[src/xpda_pkg.sv]
`default_nettype none
// ----------------------------------------------------------------------------
// xpda_pkg: shared definitions for the XOR parity disk array
// Geometry constants, action and status codes, controller/datapath structs.
// ----------------------------------------------------------------------------
package xpda_pkg;

    localparam int TOTAL_DISKS = 4;
    localparam int DISK_DEPTH  = 1024;
    localparam int DATA_DISKS  = TOTAL_DISKS - 1;
    localparam int DATA_DEPTH  = DATA_DISKS * DISK_DEPTH;

    localparam int ACTION_W    = 2;
    localparam int SEL_W       = 4;
    localparam int POS_W       = 10;
    localparam int BYTE_W      = 8;

    localparam int ADDR_W      = $clog2(DISK_DEPTH);
    localparam int DISK_W      = $clog2(DATA_DISKS);
    localparam int DATA_ADDR_W = $clog2(DATA_DEPTH);

    typedef enum logic [ACTION_W-1:0] {
        ACT_WRITE  = 2'd0,
        ACT_RAW    = 2'd1,
        ACT_READ   = 2'd2,
        ACT_REPAIR = 2'd3
    } action_t;

    localparam logic STAT_OK       = 1'b0;
    localparam logic STAT_BAD_DISK = 1'b1;

    // Controller -> datapath commands
    typedef struct packed {
        logic capture;    // latch the input item
        logic clr_step;   // zero one entry of the stores, advance clear counter
        logic d_first;    // disk counter to 0
        logic d_step;     // disk counter + 1
        logic p_first;    // position counter to 0
        logic p_step;     // position counter + 1
        logic use_pcnt;   // address position from counter, not from item
        logic rd_use_sel; // data read at selected disk, not disk counter
        logic dat_rd;     // data store read
        logic par_rd;     // parity store read
        logic acc_clr;    // accumulator starts from zero with this read
        logic wr_byte;    // data[sel, pos] = byte_in
        logic wr_acc;     // data[sel, pcnt] = acc
        logic par_wr;     // parity[pos] = acc
        logic out_read;   // emit the byte just read
        logic out_ok;     // emit done, byte zero
        logic out_err;    // emit invalid-disk status
    } cmd_t;

    // Datapath -> controller status
    typedef struct packed {
        action_t action;
        logic    data_ok;
        logic    is_parity;
        logic    d_zero;
        logic    d_last;
        logic    d_is_sel;
        logic    p_last;
        logic    clr_last;
    } stat_t;

    // Position reduced modulo DISK_DEPTH, restoring style over constant multiples.
    function automatic logic [ADDR_W-1:0] pos_wrap(input logic [POS_W-1:0] p);
        logic [POS_W-1:0] r;
        r = p;
        for (int k = POS_W - 1; k >= 0; k--) begin
            if ((longint'(DISK_DEPTH) << k) <= longint'(r))
                r = r - POS_W'(longint'(DISK_DEPTH) << k);
        end
        return ADDR_W'(r);
    endfunction

endpackage
`default_nettype wire

[src/xpda_ctrl.sv]
`default_nettype none
// ----------------------------------------------------------------------------
// xpda_ctrl: sequencer for the XOR parity disk array
// Clear sweep after reset, then decodes each item and steps the datapath.
// ----------------------------------------------------------------------------
module xpda_ctrl (
    input  wire logic            clk,
    input  wire logic            rst_n,
    input  wire logic            start,
    output logic                 busy,
    output xpda_pkg::cmd_t       cmd,
    input  wire xpda_pkg::stat_t stat
);

    typedef enum logic [3:0] {
        S_CLEAR,
        S_IDLE,
        S_DECODE,
        S_RD_WT,
        S_PX_RD,
        S_PX_WT,
        S_PX_WR,
        S_RP_RD,
        S_RP_WT,
        S_RP_WR
    } state_t;

    state_t state_reg;
    state_t state_next;

    always_comb
    begin
        cmd        = '0;
        state_next = state_reg;
        unique case (state_reg)
            S_CLEAR:
            begin
                cmd.clr_step = 1'b1;
                if (stat.clr_last)
                begin
                    state_next = S_IDLE;
                end
            end
            S_IDLE:
            begin
                if (start)
                begin
                    cmd.capture = 1'b1;
                    state_next  = S_DECODE;
                end
            end
            S_DECODE:
            begin
                cmd.d_first = 1'b1;
                cmd.p_first = 1'b1;
                unique case (stat.action)
                    xpda_pkg::ACT_WRITE:
                    begin
                        if (stat.data_ok)
                        begin
                            cmd.wr_byte = 1'b1;
                            cmd.acc_clr = 1'b1;
                            state_next  = S_PX_RD;
                        end
                        else
                        begin
                            cmd.out_err = 1'b1;
                            state_next  = S_IDLE;
                        end
                    end
                    xpda_pkg::ACT_RAW:
                    begin
                        if (stat.data_ok)
                        begin
                            cmd.wr_byte = 1'b1;
                            cmd.out_ok  = 1'b1;
                        end
                        else
                        begin
                            cmd.out_err = 1'b1;
                        end
                        state_next = S_IDLE;
                    end
                    xpda_pkg::ACT_READ:
                    begin
                        if (stat.data_ok)
                        begin
                            cmd.dat_rd     = 1'b1;
                            cmd.rd_use_sel = 1'b1;
                            state_next     = S_RD_WT;
                        end
                        else if (stat.is_parity)
                        begin
                            cmd.par_rd = 1'b1;
                            state_next = S_RD_WT;
                        end
                        else
                        begin
                            cmd.out_err = 1'b1;
                            state_next  = S_IDLE;
                        end
                    end
                    xpda_pkg::ACT_REPAIR:
                    begin
                        if (stat.data_ok)
                        begin
                            state_next = S_RP_RD;
                        end
                        else
                        begin
                            cmd.out_err = 1'b1;
                            state_next  = S_IDLE;
                        end
                    end
                    default:
                    begin
                        cmd.out_err = 1'b1;
                        state_next  = S_IDLE;
                    end
                endcase
            end
            S_RD_WT:
            begin
                cmd.out_read = 1'b1;
                state_next   = S_IDLE;
            end
            S_PX_RD:
            begin
                cmd.dat_rd = 1'b1;
                cmd.d_step = 1'b1;
                if (stat.d_last)
                begin
                    state_next = S_PX_WT;
                end
            end
            S_PX_WT:
            begin
                state_next = S_PX_WR;
            end
            S_PX_WR:
            begin
                cmd.par_wr = 1'b1;
                cmd.out_ok = 1'b1;
                state_next = S_IDLE;
            end
            S_RP_RD:
            begin
                cmd.use_pcnt = 1'b1;
                cmd.dat_rd   = !stat.d_is_sel;
                cmd.par_rd   = stat.d_zero;
                cmd.acc_clr  = stat.d_zero;
                cmd.d_step   = 1'b1;
                if (stat.d_last)
                begin
                    state_next = S_RP_WT;
                end
            end
            S_RP_WT:
            begin
                state_next = S_RP_WR;
            end
            S_RP_WR:
            begin
                cmd.use_pcnt = 1'b1;
                cmd.wr_acc   = 1'b1;
                cmd.p_step   = 1'b1;
                cmd.d_first  = 1'b1;
                if (stat.p_last)
                begin
                    cmd.out_ok = 1'b1;
                    state_next = S_IDLE;
                end
                else
                begin
                    state_next = S_RP_RD;
                end
            end
            default:
            begin
                state_next = S_IDLE;
            end
        endcase
    end

    always_ff @(posedge clk or negedge rst_n)
    begin
        if (!rst_n)
        begin
            state_reg <= S_CLEAR;
        end
        else
        begin
            state_reg <= state_next;
        end
    end

    assign busy = (state_reg != S_IDLE);

endmodule
`default_nettype wire

[config.mk]
export PLATFORM = sky130hd
export DESIGN_NAME = xpda_ctrl
export DESIGN_NICKNAME = d
export VERILOG_FILES = /design/src/xpda_pkg.sv /design/src/xpda_ctrl.sv
export SDC_FILE = /design/constraint.sdc
export NUM_CORES = 1
export LEC_CHECK = 0
export ABC_AREA = 1
export ABC_CLOCK_PERIOD_IN_PS = 2700
export BUFFER_PORTS_ARGS = -buffer_cell sky130_fd_sc_hd__buf_2
export CORE_UTILIZATION = 36
export CTS_BUF_LIST = sky130_fd_sc_hd__clkbuf_8
export CTS_CLUSTER_SIZE = 10
export DETAILED_ROUTE_END_ITERATION = 8
export GPL_TIMING_DRIVEN = 1
export PLACE_DENSITY = 0.64
export SYNTH_ARGS = -nofsm -noshare
export SYNTH_HDL_FRONTEND = slang
export SYNTH_SLANG_ARGS = --single-unit
export TNS_END_PERCENT = 10
[constraint.sdc]
create_clock -name clk -period 2.7 [get_ports clk]
set_input_delay 0.27 -clock clk [delete_from_list [all_inputs] [get_ports clk]]
set_output_delay 0.27 -clock clk [all_outputs]
set_load 0.02 [all_outputs]
==> metrics <==
run status finished, final reports clean; die width between 40 and 50 um; actual slew at the worst max-slew pin 0.283 ns; Async S/R FF share, synth 100%; worst skew pair latency 0.21 ns; Worst Hold End state_reg[1]; Critical R2R Capture state_reg[0]; cells along the critical path nor2_1 -> nand2_2 -> nor3_4 -> nand2_1 -> nand3b_1 -> buf_2; worst r2r src state_reg[0]; setup TNS 0 ns; Gate Count Post-Synth just over 90; Post-Syn Nets ~110; htree depth 1; slowest stage delay, CP 0.42 ns; cell chosen for the clock root clkbuf_8; Initial Utilization between 30 and 40%; clock network fraction of total power between 15 and 20%; Clock Skews 0.00324 ns; setup repair after global routing missed its margin no; share of cells above drive strength 1 37.9%; Final nets 138; final setup fails 0; placed wire-length estimate 1170 um; clock tree sinks 4; Crit Path Class reg -> out; initial antenna violation count 0; CTS tree done; post-synth cell types 22; endpoint type of the worst setup path primary output; total routed wirelength 1400 um; number of core rows 13; Hold Path Depth 4; CTS resizes 0; Slew Viols, Final 0; EDFF count, synth 0; min Tclk post-route roughly 1.8 ns; Worst slew margin 81.1%; peak supply drop 456 uV; GPL Wtd Cong 0.750; largest net degree at the start of global routing 9; DIE AREA 1650 um^2; P_int 0.344 mW; CP arrival 1.51 ns; power share of the combinational group 66.9%; Worst Min Path Start stat[3]; Core Footprint between 1000 and 1500 um^2; DRT antenna net count 0; clk slew on worst S/H paths ~0.030 ns; Die Y between 40 and 50 um; drt drc 0; first-pass GRT wire length 2160 um; Cell Area, Synth between 500 and 600 um^2; worst reg2reg path depth 7; port buffer count 29; Required @ worst endpoint 2.43 ns; sequential cell area fraction in the yosys report 18.6%; post-synthesis register bit count 4; n_diodes 0; # Max-Cap Violations 0; Psw roughly 0.41 mW; routed vias/inst 4.76; GRT Overall Usage 19.8%; CP max FO 6; IO Pins 30; top_reg_cell synth dfrtp_1; hold_ws 0.353 ns; Critical Path Slowest Stage Cell dfrtp_1; vias in the first global route roughly 570; filler cell count 138; Leak Pwr 0.469 nW; Iter 0 DRT Violations 21; PD cells 1030 nW/um^2; Startpoint Class register; Routed wire per std cell 10.1 um; TritonCTS Buffers 3; Largest register FFs 4; worst reg2reg setup slack 1.43 ns; Max Fclk 0.562 GHz; clk buf depth 2; final period utilization 65.9%; Hold Violations, Final 0; Flop pwr share between 10% and 20%; Overflow after GRT 0; drt first pass iters 4; Area growth syn-to-layout 36.5%; via count 661; syn_area_per_cell 5.79 um^2; switching share of power 54.7%; Synth Warn # 0; hold crit path type in -> reg
-- power groups by stage --
stage	Clock (mW)	Sequential [mW]	Combinational, mW
6_report	0.123	0.128	0.508
5_1_grt	0.132	0.135	0.566
4_1_cts	0.126	0.128	0.510
3_5_place_dp	0	0.129	0.505
3_3_place_gp	0	0.127	0.505
2_1_floorplan	0	0.108	0.408
-- cell usage after synthesis, types with 2 or more instances --
library cell   n  area, um^2
o211ai_1       2        15.0
nor2_2         4        25.0
nor3_1         2        10.0
nand3b_1       2        15.0
nand2_1       35         131
dfrtp_1        4         100
nor2_1        12        45.0
inv_1         11        41.3
nand2_2        4        25.0
nand3_1        4        20.0
inv_2          2        7.51
-- cell families (layout without fill, tap and decap cells) --
logic type,count (synthesis),in the layout,synth area share (%)
and+or+nand+nor,68,68,60.7
buffers and inverters,15,46,12.6
AOI/OAI and AO/OA,6,6,8.14
DFF,4,4,18.6
-- layout make-up --
| class | instances | area, um^2 | share of cell area (%) |
|---|---|---|---|
| inverters | 13 | 48.8 | 6.64 |
| multi-input cells | 74 | 370 | 50.4 |
| flip-flops and latches | 4 | 100 | 13.6 |
| clock buffers | 3 | 41.3 | 5.62 |
| well taps | 15 | 18.8 | 2.56 |
| repair buffers | 30 | 155 | 21.1 |
-- cells in the final DEF (no fill, tap or decap) --
master / instances
dfrtp_1: 4
o31ai_1: 1
inv_2: 2
nor3_4: 1
a21oi_1: 1
nand3_2: 1
nor2_1: 12
nand3_1: 4
nand2_4: 1
o211ai_1: 2
nand2_2: 4
dlygate4sd3_1: 1
nand4_1: 1
nand2_1: 35
nor2_2: 4
nor2_4: 1
a211oi_1: 1
buf_2: 29
a21oi_2: 1
inv_1: 11
nor3_1: 2
nand3b_1: 2
clkbuf_8: 3
-- timing repair --
| item | CTS | global route |
|---|---|---|
| setup buffers | 0 | 0 |
| hold endpoints to repair | 4 | 0 |
| hold buffers | 1 | 0 |
-- worst max-delay path by stage --
stage          cells after the start  slack, ns    startpoint      to
2_1_floorplan                      3       1.13  state_reg[2]  cmd[7]
3_3_place_gp                       6       1.16  state_reg[2]  cmd[1]
3_5_place_dp                       6       1.14  state_reg[2]  cmd[1]
4_1_cts                            6       0.91  state_reg[2]  cmd[1]
5_1_grt                            6       0.77  state_reg[2]  cmd[1]
6_report                           6       0.92  state_reg[2]  cmd[1]
-- metal layers --
| layer | up-vias | GRT usage (%) | part of all wire (%) |
|---|---|---|---|
| li1 | 354 | - | - |
| met1 | 285 | 23.8 | 47 |
| met2 | 22 | 34.9 | 49 |
| met3 | 0 | 4.89 | 4.1 |
| met4 | 0 | 5.00 | 0 |
| met5 | - | 0 | 0 |
-- worst max-delay path, delay by kind of cell, from the launching register on --
kind	cells	cell delay (ns)
and+or+nand+nor	5	0.71
buffers and inverters	1	0.16
DFF	1	0.42
-- through the flow --
stage               util, %  cells  total power [mW]  area [um^2]  setup slack [ns]
floorplan                 -     93             0.516          538              1.13
global placement       50.6    135             0.632          683              1.16
detailed placement     50.6    135             0.634          683              1.14
CTS                    54.4    139             0.764          734             0.908
global route           54.4    139             0.833          734             0.773
finish                 54.4    139             0.759          734             0.921
Note: power is estimated with default switching activity, not from simulation.
